[config.mk]
export PLATFORM = sky130hd
export DESIGN_NAME = adc_average_and_smooth_flat
export DESIGN_NICKNAME = d
export VERILOG_FILES = /design/src/rtl/aas_pkg.sv /design/src/rtl/aas_in_if.sv /design/src/rtl/aas_out_if.sv /design/src/rtl/aas_cfg_if.sv /design/src/rtl/adc_average_and_smooth.sv /design/src/flat_wrapper.sv
export SDC_FILE = /design/constraint.sdc
export NUM_CORES = 2
export LEC_CHECK = 0
export BUFFER_PORTS_ARGS = -buffer_cell sky130_fd_sc_hd__buf_2
export CAP_MARGIN = 10
export CORE_ASPECT_RATIO = 1.2
export CORE_UTILIZATION = 58
export DETAILED_ROUTE_END_ITERATION = 16
export HOLD_SLACK_MARGIN = 0.02
export PLACE_DENSITY_LB_ADDON = 0.3
export SLEW_MARGIN = 20
export SYNTH_ARGS = -nofsm -noshare
export SYNTH_HDL_FRONTEND = slang
export SYNTH_SLANG_ARGS = --single-unit
[constraint.sdc]
create_clock -name clk -period 6.5 [get_ports clk]
set_input_delay 0 -clock clk [delete_from_list [all_inputs] [get_ports clk]]
set_output_delay 0 -clock clk [all_outputs]
set_load 0.05 [all_outputs]
[src/rtl/aas_pkg.sv]
// aas_pkg: shared widths, register indexes, reset values and sequencer states
// for the adc averaging and smoothing block. No dependencies.
`default_nettype none

package aas_pkg;

  // payload field widths
  localparam int CHAN_W     = 3;
  localparam int SAMPLE_W   = 10;
  localparam int MEAN_W     = 10;
  localparam int VOLT_W     = 21;
  localparam int VREF_W     = 13;
  localparam int KEEP_W     = 8;

  // configuration port
  localparam int CFG_IDX_W  = 2;
  localparam int CFG_DATA_W = 13;

  localparam logic [CFG_IDX_W-1:0] CFG_SMOOTH_ENABLE = 2'd0;
  localparam logic [CFG_IDX_W-1:0] CFG_VREF_MV       = 2'd1;
  localparam logic [CFG_IDX_W-1:0] CFG_KEEP_WEIGHT   = 2'd2;

  localparam logic              SMOOTH_RST = 1'b0;
  localparam logic [VREF_W-1:0] VREF_RST   = 13'd3300;
  localparam logic [KEEP_W-1:0] KEEP_RST   = 8'd26;

  // parameter defaults
  localparam int SAMPLES_PER_MEAN_DEF = 16;
  localparam int NUM_CHANNELS_DEF     = 8;

  // sequencer states
  typedef enum logic [2:0] {
    ST_IDLE,
    ST_READ,
    ST_QEST,
    ST_CORR,
    ST_PLAIN,
    ST_SMA,
    ST_SMB,
    ST_EMIT
  } state_t;

endpackage

`default_nettype wire

[src/rtl/aas_in_if.sv]
// aas_in_if: sample request channel (valid/ready, channel and raw sample).
// Depends on aas_pkg for field widths.
`default_nettype none

interface aas_in_if;
  logic                         valid;
  logic                         ready;
  logic [aas_pkg::CHAN_W-1:0]   channel;
  logic [aas_pkg::SAMPLE_W-1:0] sample;

  modport source (output valid, output channel, output sample, input ready);
  modport sink   (input valid, input channel, input sample, output ready);
endinterface

`default_nettype wire

[src/rtl/aas_out_if.sv]
// aas_out_if: result request channel (valid/ready, channel, mean, voltage).
// Depends on aas_pkg for field widths.
`default_nettype none

interface aas_out_if;
  logic                       valid;
  logic                       ready;
  logic [aas_pkg::CHAN_W-1:0] out_channel;
  logic [aas_pkg::MEAN_W-1:0] mean_code;
  logic [aas_pkg::VOLT_W-1:0] voltage_q8_mv;

  modport source (output valid, output out_channel, output mean_code,
                  output voltage_q8_mv, input ready);
  modport sink   (input valid, input out_channel, input mean_code,
                  input voltage_q8_mv, output ready);
endinterface

`default_nettype wire

[src/rtl/aas_cfg_if.sv]
// aas_cfg_if: configuration write channel (valid/ready, register index, data).
// Depends on aas_pkg for index and data widths.
`default_nettype none

interface aas_cfg_if;
  logic                           valid;
  logic                           ready;
  logic [aas_pkg::CFG_IDX_W-1:0]  index;
  logic [aas_pkg::CFG_DATA_W-1:0] data;

  modport source (output valid, output index, output data, input ready);
  modport sink   (input valid, input index, input data, output ready);
endinterface

`default_nettype wire

[src/rtl/adc_average_and_smooth.sv]
// adc_average_and_smooth: per-channel boxcar average with optional exponential
// smoothing of the voltage. Depends on aas_pkg, aas_in_if, aas_out_if, aas_cfg_if.
//
// Usage:
//   in_bus  : sample requests (channel, 10-bit sample). A channel at or above
//             NUM_CHANNELS is accepted and dropped without effect.
//   out_bus : one result per SAMPLES_PER_MEAN samples of a channel: channel,
//             rounded mean and voltage in mV with 8 fraction bits.
//   cfg_bus : register writes, always ready (0 smooth_enable, 1 vref_mv,
//             2 keep_weight, index 3 ignored); write only while idle.
// Timing: per-channel sum, count and held voltage live in one memory with a
//   registered read. A sample that does not complete a block takes a read
//   step, then an update and write back step, and no new request is taken
//   until it is written back. A completing sample steps through read,
//   reciprocal multiply, quotient correction, vref multiply, two blend
//   multiplies when smoothing is on, then result load and write back. Out
//   valid rises from the result load step, once the output register is free.
// Reset: clears the registers to their defaults and marks every memory entry
//   empty; an empty entry reads as zero. No clearing pass is needed.
// Stall: a finished result sits in the output register while further samples
//   are taken; the next completing block waits in its last step until the
//   output register is free.
`default_nettype none

module adc_average_and_smooth #(
  parameter int SAMPLES_PER_MEAN = aas_pkg::SAMPLES_PER_MEAN_DEF,
  parameter int NUM_CHANNELS     = aas_pkg::NUM_CHANNELS_DEF
) (
  input  wire           clk,
  input  wire           rst_n,
  aas_in_if.sink        in_bus,
  aas_out_if.source     out_bus,
  aas_cfg_if.sink       cfg_bus
);

  localparam int CHAN_W   = aas_pkg::CHAN_W;
  localparam int SAMPLE_W = aas_pkg::SAMPLE_W;
  localparam int MEAN_W   = aas_pkg::MEAN_W;
  localparam int VOLT_W   = aas_pkg::VOLT_W;
  localparam int VREF_W   = aas_pkg::VREF_W;
  localparam int KEEP_W   = aas_pkg::KEEP_W;

  localparam int CH_AW   = (NUM_CHANNELS > 1) ? $clog2(NUM_CHANNELS) : 1;
  localparam int SUM_MAX = ((1 << SAMPLE_W) - 1) * SAMPLES_PER_MEAN;
  localparam int SUM_W   = $clog2(SUM_MAX + 1);
  localparam int CNT_W   = $clog2(SAMPLES_PER_MEAN + 1);
  localparam int WORD_W  = VOLT_W + CNT_W + SUM_W;

  // mean = floor((2*sum + N) / (2*N)) via reciprocal multiply and one fixup
  localparam int DIV_D  = 2 * SAMPLES_PER_MEAN;
  localparam int NUM_W  = $clog2(2 * SUM_MAX + SAMPLES_PER_MEAN + 1);
  localparam int REC_K  = NUM_W;
  localparam int PROD_W = NUM_W + REC_K;

  localparam logic [REC_K-1:0]  REC_M    = REC_K'((1 << REC_K) / DIV_D);
  localparam logic [NUM_W-1:0]  DIV_L    = NUM_W'(DIV_D);
  localparam logic [NUM_W-1:0]  HALF_L   = NUM_W'(SAMPLES_PER_MEAN);
  localparam logic [NUM_W-1:0]  MEAN_MAX = NUM_W'((1 << MEAN_W) - 1);
  localparam logic [CNT_W-1:0]  CNT_FULL = CNT_W'(SAMPLES_PER_MEAN);
  localparam logic [CHAN_W+1:0] NUM_CH_L = (CHAN_W + 2)'(NUM_CHANNELS);

  localparam int MV_W  = MEAN_W + VREF_W;
  localparam int BLD_W = KEEP_W + VOLT_W + 1;

  // configuration registers
  logic              smooth_r;
  logic [VREF_W-1:0] vref_r;
  logic [KEEP_W-1:0] keep_r;

  // sequencer
  aas_pkg::state_t state_r, state_nxt;

  // datapath registers
  logic [CH_AW-1:0]    addr_r;
  logic [CHAN_W-1:0]   ch_r;
  logic [SAMPLE_W-1:0] sample_r;
  logic [VOLT_W-1:0]   held_r;
  logic [NUM_W-1:0]    num_r;
  logic [NUM_W-1:0]    q_r;
  logic [MEAN_W-1:0]   mean_r;
  logic [VOLT_W-1:0]   plain_r;
  logic [BLD_W-2:0]    prod_a_r;
  logic [VOLT_W-1:0]   volt_r;

  // output register
  logic              out_valid_r;
  logic [CHAN_W-1:0] out_chan_r;
  logic [MEAN_W-1:0] out_mean_r;
  logic [VOLT_W-1:0] out_volt_r;

  // channel memory and per-entry valid bits
  logic [WORD_W-1:0]       mem_r [NUM_CHANNELS];
  logic [NUM_CHANNELS-1:0] vld_r;
  logic [WORD_W-1:0]       rd_word_r;
  logic                    rd_vld_r;

  // control
  logic              in_acc;
  logic              ch_ok;
  logic [CH_AW-1:0]  in_addr;
  logic              mem_re;
  logic              mem_we;
  logic              out_load;
  logic              out_free;
  logic [WORD_W-1:0] mem_wdata;

  // datapath combinational values
  logic [SUM_W-1:0]  cur_sum;
  logic [CNT_W-1:0]  cur_cnt;
  logic [VOLT_W-1:0] cur_held;
  logic [SUM_W-1:0]  sum_new;
  logic [CNT_W-1:0]  cnt_new;
  logic              blk_done;
  logic [NUM_W-1:0]  num_nxt;
  logic [PROD_W-1:0] qest_prod;
  logic [NUM_W-1:0]  qd_prod;
  logic [NUM_W-1:0]  rem;
  logic [NUM_W-1:0]  q_fix;
  logic [MEAN_W-1:0] mean_nxt;
  logic [MV_W-1:0]   mv_prod;
  logic [BLD_W-2:0]  prod_a;
  logic [KEEP_W:0]   keep_c;
  logic [BLD_W-1:0]  prod_b;
  logic [BLD_W-1:0]  blend;

  // input request decode
  assign in_acc  = in_bus.valid && in_bus.ready;
  assign ch_ok   = {2'b00, in_bus.channel} < NUM_CH_L;
  assign in_addr = CH_AW'(in_bus.channel);
  assign out_free = !out_valid_r || out_bus.ready;

  // configuration writes
  assign cfg_bus.ready = 1'b1;

  always_ff @(posedge clk) begin
    if (!rst_n) begin
      smooth_r <= aas_pkg::SMOOTH_RST;
      vref_r   <= aas_pkg::VREF_RST;
      keep_r   <= aas_pkg::KEEP_RST;
    end else if (cfg_bus.valid && cfg_bus.ready) begin
      unique case (cfg_bus.index)
        aas_pkg::CFG_SMOOTH_ENABLE: smooth_r <= cfg_bus.data[0];
        aas_pkg::CFG_VREF_MV:       vref_r   <= cfg_bus.data[VREF_W-1:0];
        aas_pkg::CFG_KEEP_WEIGHT:   keep_r   <= cfg_bus.data[KEEP_W-1:0];
        default: ;
      endcase
    end
  end

  // next state
  always_comb begin
    state_nxt = state_r;
    unique case (state_r)
      aas_pkg::ST_IDLE:  if (in_acc && ch_ok) state_nxt = aas_pkg::ST_READ;
      aas_pkg::ST_READ:  state_nxt = blk_done ? aas_pkg::ST_QEST : aas_pkg::ST_IDLE;
      aas_pkg::ST_QEST:  state_nxt = aas_pkg::ST_CORR;
      aas_pkg::ST_CORR:  state_nxt = aas_pkg::ST_PLAIN;
      aas_pkg::ST_PLAIN: state_nxt = smooth_r ? aas_pkg::ST_SMA : aas_pkg::ST_EMIT;
      aas_pkg::ST_SMA:   state_nxt = aas_pkg::ST_SMB;
      aas_pkg::ST_SMB:   state_nxt = aas_pkg::ST_EMIT;
      aas_pkg::ST_EMIT:  if (out_free) state_nxt = aas_pkg::ST_IDLE;
      default:           state_nxt = aas_pkg::ST_IDLE;
    endcase
  end

  // state outputs
  always_comb begin
    in_bus.ready = 1'b0;
    mem_re       = 1'b0;
    mem_we       = 1'b0;
    out_load     = 1'b0;
    unique case (state_r)
      aas_pkg::ST_IDLE: begin
        in_bus.ready = 1'b1;
        mem_re       = in_bus.valid && ch_ok;
      end
      aas_pkg::ST_READ: mem_we = !blk_done;
      aas_pkg::ST_EMIT: begin
        mem_we   = out_free;
        out_load = out_free;
      end
      default: ;
    endcase
  end

  always_ff @(posedge clk) begin
    if (!rst_n) begin
      state_r <= aas_pkg::ST_IDLE;
    end else begin
      state_r <= state_nxt;
    end
  end

  // memory entry as read, empty entries count as zero
  assign cur_sum  = rd_vld_r ? rd_word_r[SUM_W-1:0] : '0;
  assign cur_cnt  = rd_vld_r ? rd_word_r[SUM_W +: CNT_W] : '0;
  assign cur_held = rd_vld_r ? rd_word_r[SUM_W + CNT_W +: VOLT_W] : '0;

  // accumulate
  assign sum_new  = cur_sum + SUM_W'(sample_r);
  assign cnt_new  = cur_cnt + CNT_W'(1);
  assign blk_done = cnt_new >= CNT_FULL;
  assign num_nxt  = NUM_W'({sum_new, 1'b0}) + HALF_L;

  // quotient estimate and correction
  assign qest_prod = PROD_W'(num_r) * PROD_W'(REC_M);
  assign qd_prod   = q_r * DIV_L;
  assign rem       = num_r - qd_prod;
  assign q_fix     = (rem >= DIV_L) ? q_r + NUM_W'(1) : q_r;
  assign mean_nxt  = (q_fix > MEAN_MAX) ? MEAN_MAX[MEAN_W-1:0] : q_fix[MEAN_W-1:0];

  // voltage and blend
  assign mv_prod = MV_W'(mean_r) * MV_W'(vref_r);
  assign prod_a  = (BLD_W - 1)'(keep_r) * (BLD_W - 1)'(held_r);
  assign keep_c  = (KEEP_W + 1)'(1 << KEEP_W) - (KEEP_W + 1)'(keep_r);
  assign prod_b  = BLD_W'(keep_c) * BLD_W'(plain_r);
  assign blend   = BLD_W'(prod_a_r) + prod_b;

  // datapath registers
  always_ff @(posedge clk) begin
    if (in_acc && ch_ok) begin
      addr_r   <= in_addr;
      ch_r     <= in_bus.channel;
      sample_r <= in_bus.sample;
    end
    if (state_r == aas_pkg::ST_READ) begin
      num_r  <= num_nxt;
      held_r <= cur_held;
    end
    if (state_r == aas_pkg::ST_QEST) begin
      q_r <= qest_prod[PROD_W-1:REC_K];
    end
    if (state_r == aas_pkg::ST_CORR) begin
      mean_r <= mean_nxt;
    end
    if (state_r == aas_pkg::ST_PLAIN) begin
      plain_r <= mv_prod[MV_W-1:2];
      volt_r  <= mv_prod[MV_W-1:2];
    end
    if (state_r == aas_pkg::ST_SMA) begin
      prod_a_r <= prod_a;
    end
    if (state_r == aas_pkg::ST_SMB) begin
      volt_r <= blend[KEEP_W +: VOLT_W];
    end
  end

  // write back: accumulate, or clear sum and count and hold the voltage
  assign mem_wdata = (state_r == aas_pkg::ST_EMIT) ?
                     {volt_r, {CNT_W{1'b0}}, {SUM_W{1'b0}}} :
                     {cur_held, cnt_new, sum_new};

  always_ff @(posedge clk) begin
    if (mem_we) begin
      mem_r[addr_r] <= mem_wdata;
    end
    if (mem_re) begin
      rd_word_r <= mem_r[in_addr];
    end
  end

  always_ff @(posedge clk) begin
    if (!rst_n) begin
      vld_r    <= '0;
      rd_vld_r <= 1'b0;
    end else begin
      if (mem_we) begin
        vld_r[addr_r] <= 1'b1;
      end
      if (mem_re) begin
        rd_vld_r <= vld_r[in_addr];
      end
    end
  end

  // output register
  always_ff @(posedge clk) begin
    if (!rst_n) begin
      out_valid_r <= 1'b0;
    end else if (out_load) begin
      out_valid_r <= 1'b1;
    end else if (out_bus.ready) begin
      out_valid_r <= 1'b0;
    end
  end

  always_ff @(posedge clk) begin
    if (out_load) begin
      out_chan_r <= ch_r;
      out_mean_r <= mean_r;
      out_volt_r <= volt_r;
    end
  end

  assign out_bus.valid         = out_valid_r;
  assign out_bus.out_channel   = out_chan_r;
  assign out_bus.mean_code     = out_mean_r;
  assign out_bus.voltage_q8_mv = out_volt_r;

  // memory read and write never share a cycle
  a_rw_exclusive: assert property (@(posedge clk) disable iff (!rst_n)
    !(mem_re && mem_we))
    else $error("channel memory read and write in the same cycle");

  // a pending result is never overwritten
  a_no_overwrite: assert property (@(posedge clk) disable iff (!rst_n)
    (out_valid_r && !out_bus.ready) |=> (out_chan_r == $past(out_chan_r)
      && out_volt_r == $past(out_volt_r) && out_mean_r == $past(out_mean_r)))
    else $error("pending result overwritten");

  // a stored count stays below the block length
  a_cnt_below_full: assert property (@(posedge clk) disable iff (!rst_n)
    mem_we |-> (mem_wdata[SUM_W +: CNT_W] < CNT_FULL))
    else $error("stored sample count reached block length");

  // a new result only comes out of the emit step
  a_result_source: assert property (@(posedge clk) disable iff (!rst_n)
    $rose(out_valid_r) |-> $past(state_r == aas_pkg::ST_EMIT))
    else $error("result raised outside the emit step");

endmodule

`default_nettype wire

[src/flat_wrapper.sv]
// flat-port wrapper written by rule: the top's interface ports become plain ports
module adc_average_and_smooth_flat 
#(
  parameter int SAMPLES_PER_MEAN = aas_pkg::SAMPLES_PER_MEAN_DEF,
  parameter int NUM_CHANNELS     = aas_pkg::NUM_CHANNELS_DEF
)
  (clk, rst_n, in_bus_valid, in_bus_channel, in_bus_sample, in_bus_ready, out_bus_valid, out_bus_out_channel, out_bus_mean_code, out_bus_voltage_q8_mv, out_bus_ready, cfg_bus_valid, cfg_bus_index, cfg_bus_data, cfg_bus_ready);
  aas_in_if in_bus_i ();
  aas_out_if out_bus_i ();
  aas_cfg_if cfg_bus_i ();
  input  wire clk;
  input  wire rst_n;
  input wire logic [$bits(in_bus_i.valid)-1:0] in_bus_valid;
  input wire logic [$bits(in_bus_i.channel)-1:0] in_bus_channel;
  input wire logic [$bits(in_bus_i.sample)-1:0] in_bus_sample;
  output wire logic [$bits(in_bus_i.ready)-1:0] in_bus_ready;
  output wire logic [$bits(out_bus_i.valid)-1:0] out_bus_valid;
  output wire logic [$bits(out_bus_i.out_channel)-1:0] out_bus_out_channel;
  output wire logic [$bits(out_bus_i.mean_code)-1:0] out_bus_mean_code;
  output wire logic [$bits(out_bus_i.voltage_q8_mv)-1:0] out_bus_voltage_q8_mv;
  input wire logic [$bits(out_bus_i.ready)-1:0] out_bus_ready;
  input wire logic [$bits(cfg_bus_i.valid)-1:0] cfg_bus_valid;
  input wire logic [$bits(cfg_bus_i.index)-1:0] cfg_bus_index;
  input wire logic [$bits(cfg_bus_i.data)-1:0] cfg_bus_data;
  output wire logic [$bits(cfg_bus_i.ready)-1:0] cfg_bus_ready;
  assign in_bus_i.valid = in_bus_valid;
  assign in_bus_i.channel = in_bus_channel;
  assign in_bus_i.sample = in_bus_sample;
  assign in_bus_ready = in_bus_i.ready;
  assign out_bus_valid = out_bus_i.valid;
  assign out_bus_out_channel = out_bus_i.out_channel;
  assign out_bus_mean_code = out_bus_i.mean_code;
  assign out_bus_voltage_q8_mv = out_bus_i.voltage_q8_mv;
  assign out_bus_i.ready = out_bus_ready;
  assign cfg_bus_i.valid = cfg_bus_valid;
  assign cfg_bus_i.index = cfg_bus_index;
  assign cfg_bus_i.data = cfg_bus_data;
  assign cfg_bus_ready = cfg_bus_i.ready;
  adc_average_and_smooth #(.SAMPLES_PER_MEAN(SAMPLES_PER_MEAN), .NUM_CHANNELS(NUM_CHANNELS)) u_core (.clk(clk), .rst_n(rst_n), .in_bus(in_bus_i), .out_bus(out_bus_i), .cfg_bus(cfg_bus_i));
endmodule
### After elaboration in Yosys (flattened, before gate mapping)

Memory sizes are Yosys's and may differ from the RTL's. A register that Yosys moved wholly into a read port is not among the register bits.
Cells that the tools add are included.

| word-level totals | value |
|---|---|
| RAM bits | 320 |
| bits in registers | 209 |
| input port bits | 33 |
| memories | 1 |

| cells by class | value |
|---|---|
| add/subtract/negate cells | 7 |
| eq/ne operators | 11 |
| multipliers | 3 |
| magnitude comparators | 6 |
| bitwise logic cells | 1 |
| reductions and logical operators | 13 |
| multiplexer cells | 24 |

Memory list:

| name | depth | bits a word | rd ports | clocked after Yosys merged registers in | wr ports | line | source |
|---|---|---|---|---|---|---|---|
| u_core.mem_r | 8 | 40 | 1 | 1 | 1 | adc_average_and_smooth.sv:92 | `logic [WORD_W-1:0] mem_r [NUM_CHANNELS];` |

Operators by type and width:

| kind | number |
|---|---|
| $mux 21 | 3 |
| $mux 40 | 1 |
| $add 29x29->29 | 1 |
| $mul 8x21->29 | 1 |
| $mul 9x21->29 | 1 |
| $pmux 3 s8 | 1 |
| $mul 10x13->23 | 1 |
| $add 15x5->15 const B | 1 |
| $ge 15x6->1 const B | 1 |
| $gt 15x10->1 const B | 1 |
| $mux 15 | 1 |
| $sub 15x15->15 | 1 |
| $add 14x10->14 | 1 |
| $mux 14 | 1 |
| $eq 3x3->1 const B | 4 |
| $add 10x1->11 const B | 1 |
| $mux 1 | 9 |
| $sub 9x8->9 const A | 1 |
| $lt 3x4->1 const B | 2 |
| $or 8x8->8 | 1 |
| $reduce_and 2->1 | 4 |
| $eq 3x2->1 const B | 2 |
| $mux 3 | 2 |
| $add 5x1->5 const B | 1 |
| 17 further kinds | 22 |

### Logic depth before layout (Yosys ltp)

| depth | value |
|---|---|
| depth after elaboration | 7 |
| mapped depth | 27 |
| depth with buffers taken out | 25 |

### Worst setup path after synthesis

OpenSTA, ideal clock, no wires.

| timing | value |
|---|---|
| kind | reg2reg |
| start | register u_core.state_r[1] |
| end | memory u_core.mem_r[0][0] in the netlist's numbering (enable) |
| data required time | 6.011 ns |
| clock period less this slack | 6.444 ns |
| data arrival time | 5.955 ns |
| setup slack | 0.056 ns |
| cell stages (with the launch flop) | 5 |
| cells stage by stage | dfxtp_1 > nor3b_1 > a21o_1 > nand2b_1 > nor3_1 |

| between the ends | value |
|---|---|
| longest elaborated chain between the ends | 4 |
| elaborated cells on any way between the ends | 5 |

Ends and longest elaborated chain:

| what | line | source |
|---|---|---|
| start, declared | adc_average_and_smooth.sv:71 | `aas_pkg::state_t state_r, state_nxt;` |
| start signal, assigned | adc_average_and_smooth.sv:188 | `state_r <= aas_pkg::ST_IDLE;` |
| start signal, assigned | adc_average_and_smooth.sv:190 | `state_r <= state_nxt;` |
| $eq 3x3->1 or $eq 3x1->1 (tied branches) | adc_average_and_smooth.sv:172 | `unique case (state_r)` |
| $pmux 1 s2 * | adc_average_and_smooth.sv:172 |  |
| $mux 1 * | adc_average_and_smooth.sv:254 | `if (mem_we) begin` |
| $mux 1 (implied by the code) * | adc_average_and_smooth.sv:255 | `mem_r[addr_r] <= mem_wdata;` |
| end, declared | adc_average_and_smooth.sv:92 |  |

Every way passes the cells marked *; elsewhere a longest branch is shown, timed or not.

### Worst setup path after layout

| timing | value |
|---|---|
| start | register u_core.keep_r[2] |
| end | register u_core.volt_r[18], data pin |

| between the ends | value |
|---|---|
| longest elaborated chain between the ends | 4 |

Ends and longest elaborated chain:

| what | line | source |
|---|---|---|
| start, declared | adc_average_and_smooth.sv:68 | `logic [KEEP_W-1:0] keep_r;` |
| start signal, assigned | adc_average_and_smooth.sv:139 | `keep_r <= aas_pkg::KEEP_RST;` |
| start signal, assigned | adc_average_and_smooth.sv:144 | `aas_pkg::CFG_KEEP_WEIGHT: keep_r <= cfg_bus.data[KEEP_W-1:0];` |
| $sub 9x8->9 | adc_average_and_smooth.sv:215 | `assign keep_c = (KEEP_W + 1)'(1 << KEEP_W) - (KEEP_W + 1)'(keep_r);` |
| $mul 9x21->29 | adc_average_and_smooth.sv:216 | `assign prod_b = BLD_W'(keep_c) * BLD_W'(plain_r);` |
| $add 29x29->29 | adc_average_and_smooth.sv:217 | `assign blend = BLD_W'(prod_a_r) + prod_b;` |
| $mux 21 | adc_average_and_smooth.sv:243 | `if (state_r == aas_pkg::ST_SMB) begin` |
| end signal, assigned | adc_average_and_smooth.sv:238 | `volt_r <= mv_prod[MV_W-1:2];` |
| end signal, assigned | adc_average_and_smooth.sv:244 | `volt_r <= blend[KEEP_W +: VOLT_W];` |
| end, declared | adc_average_and_smooth.sv:83 | `logic [VOLT_W-1:0] volt_r;` |

Every way passes these cells.
A chain may end at the register's enable or synchronous reset.

==> results.md <==
* Met3 Use GR at 3.298%
* R2R depth at 24
* Max Slew Vio Count at 0
* Worst Hold Slack at 0.08485 ns
* R2R setup slack at 0.20 ns
* Post-Syn Area at 37240 um^2
* Final hold vios at 0
* Vias at 23370
* FF+latch count, synth at 564
* Share of cells above drive strength 1 at 14.44%
* Adder-Cell Fraction of Synth Area at 25.36%
* DR vias/cell at 5.796
* Drt total wl at 85680 um
* Final instance area at 41770 um^2
* Crit end category: flip-flop
* Async SR Flop Fraction at 0%
* Layout overhead on the synthesized area at 12.17%
* Total congestion overflow at 0
* Critical Path Source Type: flip-flop
* Post-Place Cell Area at 38960 um^2
* Pre-antenna DRT Iters at 13
* Starting Density at 58.71%
* Antenna-violating nets left at 0
* Ports at 70
* VDD IR-drop max at 0.2945 mV
* Critical path type: flip-flop to flip-flop
* Simple-gate portion of the synthesized area at 11.56%
* Endpoints failing setup at 0
* Synth Instances at 3002
* Grt met1 use at 32.47%
* Status: finished with violations
* Worst skew pair latency at 0.62 ns
* Global Route met2 Usage at 47.61%
* Worst path slowest cell: fa_1
* Worst r2r dst: u_core.volt_r[18]
* Post-synthesis compound-gate area fraction at 4.314%
* Largest net degree at the start of global routing at 56
* Failing checks: DRC
* Clk Tree Root Cell: clkbuf_16
* Syn avg cell area at 12.41 um^2
* Worst EP required at 6.85 ns
* Initial antenna violation count at 2
* Drc violations at 4
* Synth Area in XOR/XNOR at 2.352%
* CTS tree: done
* Worst Path Max Fanout at 6
* IO Port Bufs at 68
* Vias in the first global route at 25410
* Crit path cell chain: nor3_4 -> buf_4 -> nand3b_1 -> nor3_2 -> buf_4 -> buf_6 -> and2_4 -> fa_1 -> fa_1 -> fa_1 -> fa_1 -> inv_2 -> fa_1 -> inv_2 -> ha_4 -> a21o_1 -> a21o_1 -> a21oi_2 -> nor2_1 -> a211oi_2 -> nand2_4 -> a221o_1 -> xor2_1 -> mux2_2
* Max Cap Viol at 0
* Unrepaired setup endpoints after global routing: true
* Seq/Total Area, Yosys at 44.54%
* Die H at 279.6 um
* GRT busiest layer: met2
* Post-synthesis mux area share at 6.588%
* Slew HR at 25.72%
* FF-to-FF Start: u_core.keep_r[2]
* Main combinational cell family by area after synthesis: adder cells
* Post-synth EDFFs at 529
* Predominant post-synthesis flop cell: edfxtp_1
* WHS Path Cells at 2
* Pleak at 17.08 nW
* Count of clock tree sinks at 564
* Hold Crit Endpoint: u_core.sample_r[2]
* Clk_skew at 0.03034 ns
* Core box area at 63440 um^2
* H-Tree Depth at 2
* Die Span X at 233.3 um
* # rows at 101
* Worst slew pin tran at 1.112 ns
* Fmax at 158.7 MHz
* CP arrival at 6.65 ns
* Routed wire per std cell at 21.25 um
* Hold/Removal Path Class: input port to flip-flop
* Clock slew at reported path FFs at 0.06 ns
* Post-DP HPWL at 59290 um
* Worst path max stage delay at 0.58 ns
* GRT Total Usage at 27.00%
* Cts bufs inserted at 53
* YS warnings at 0
* Syn_nets at 3575
* CP most frequent cell: fa_1
* Crit share post-route at 96.96%
* Cell area power density at 334.5 nW/um^2
* Hold_sp: in_bus_sample[2]
* Final #Nets at 3738
* Final Critical Period at 6.302 ns
* First-pass GRT wire length at 134600 um
* Initial DRC Count at 1695
* RD Place Congestion at 0.9457
* Finished Core Util at 65.85%
* Yosys cell types at 62
* Clk buf depth at 3
* Die ar. at 65230 um^2
[metrics by stage]
step / instances / power, mW / setup WS [ns] / TNS (ns)
6_report: 4032 / 13.97 / 0.1977 / 0
5_1_grt: 4032 / 14.86 / -0.06756 / -0.1467
4_1_cts: 4015 / 13.57 / 0.02359 / 0
3_5_place_dp: 3868 / 10.33 / -0.1215 / -0.3908
3_3_place_gp: 3868 / 10.18 / -0.05344 / -0.09349
2_1_floorplan: 3002 / 8.449 / 0.05555 / 0
[report_power, final]
part	leakage, nW	internal, mW	switching, mW
Clock	0.875	1.81	1.36
Combinational	11.0	2.91	3.48
Sequential	5.16	4.31	0.116
Total	17.1	9.03	4.95
[repair_timing]
item / 4_1_cts / 5_1_grt
endpoints found under the setup margin: 5 / 7
endpoints found under the hold margin: 45 / 0
buffers inserted: 0 / 13
gates cloned: 0 / 3
hold buffers: 50 / 0
gates resized for setup: 6 / 84
pin swaps: 3 / 78
[registers in the layout, indices dropped and copies added (netlist names), 8 cells and up]
name and flops:
u_core.q_r 10, u_core.mean_r 10, u_core.out_bus.voltage_q8_mv 21, u_core.rd_word_r 40
u_core.prod_a_r 29, u_core.vld_r 8, u_core.volt_r 21, u_core.mem_r 320
u_core.plain_r 21, u_core.keep_r 8, u_core.sample_r 10, u_core.held_r 21
u_core.out_bus.mean_code 10, u_core.num_r 10, u_core.vref_r 13
[cells by family (layout without fill, tap and decap cells)]
logic type | count (synthesis) | count (layout)
flops | 564 | 564
compound gates | 249 | 249
mux | 137 | 137
other cells | 1 | 2
fa+ha+maj | 540 | 540
simple gates | 889 | 889
xor+xnor | 100 | 100
buf+inv | 522 | 727
[metal layers]
layer | wire [um] | share of wire, %
met5 | 11 | 0.013
met2 | 44180 | 52
met3 | 4865 | 5.7
met1 | 31880 | 37
met4 | 4749 | 5.5
[cell usage in the layout (no fill, tap or decap), drive strengths merged, types with 5 or more instances in the layout]
cell type	n
and3	15
clkbuf	71
nor2b	20
buf	179
mux4	82
inv	402
and2	275
xnor2	63
clkinv	19
nand4	8
dfxtp	35
ha	182
dlygate4sd3	50
o21a	24
bufinv	5
a31oi	6
o21ai	55
fa	358
mux2i	10
a21o	26
mux2	45
a211o	6
nand2	415
nor3	20
a21boi	10
nand2b	18
a21oi	66
nand3	26
a211oi	15
xor2	37
o21bai	8
nor2	70
edfxtp	529
[critical path: cells and delay by family (launching register included)]
kind	cells	cell delay, ns
flops	1	0.34
compound gates	5	1.16
fa+ha+maj	6	2.69
xor+xnor	1	0.14
buf+inv	5	0.52
mux	1	0.26
simple gates	6	0.91
[how the worst max path moves through the flow]
stage,startpoint,end,slack [ns],cells past startpoint
final,u_core.keep_r[2],u_core.volt_r[18],0.20,24
after global routing,u_core.keep_r[2],u_core.volt_r[18],-0.07,24
after CTS,u_core.keep_r[4],u_core.volt_r[18],0.02,24
after detailed placement,u_core.keep_r[2],u_core.volt_r[20],-0.12,24
after global placement,u_core.keep_r[2],u_core.volt_r[18],-0.05,24
after floorplan,u_core.state_r[1],u_core.mem_r[0][0],0.06,4
[final cells by class]
class | count | area [um^2]
antenna | 1 | 2.502
clock buffer | 71 | 1479
clock inverter | 26 | 306.5
fill | 4502 | 21670
inverter | 401 | 1505
multi-input combinational | 1916 | 19110
sequential | 564 | 16590
tap | 824 | 1031
timing repair buffer | 229 | 1753
[synthesized netlist by cell type, drive strengths merged, types with 6 or more instances]
master	count	share of area [%]
edfxtp	529	43
nand2	415	4.2
inv	401	4.0
fa	358	19
and2	275	4.6
ha	182	6.1
clkbuf	104	1.0
mux4	82	5.0
nor2	70	0.71
a21oi	66	0.89
xnor2	63	1.5
o21ai	55	0.74
mux2	45	1.4
xor2	37	0.87
dfxtp	35	1.9
a21o	26	0.52
nand3	26	0.35
o21a	24	0.48
nor2b	20	0.34
nor3	20	0.27
nand2b	18	0.30
buf	17	0.19
a211oi	15	0.32
and3	15	0.25
a21boi	10	0.20
mux2i	10	0.27
nand4	8	0.13
o21bai	8	0.16
a211o	6	0.14
a31oi	6	0.10
Note: power is estimated with default switching activity, not from simulation.
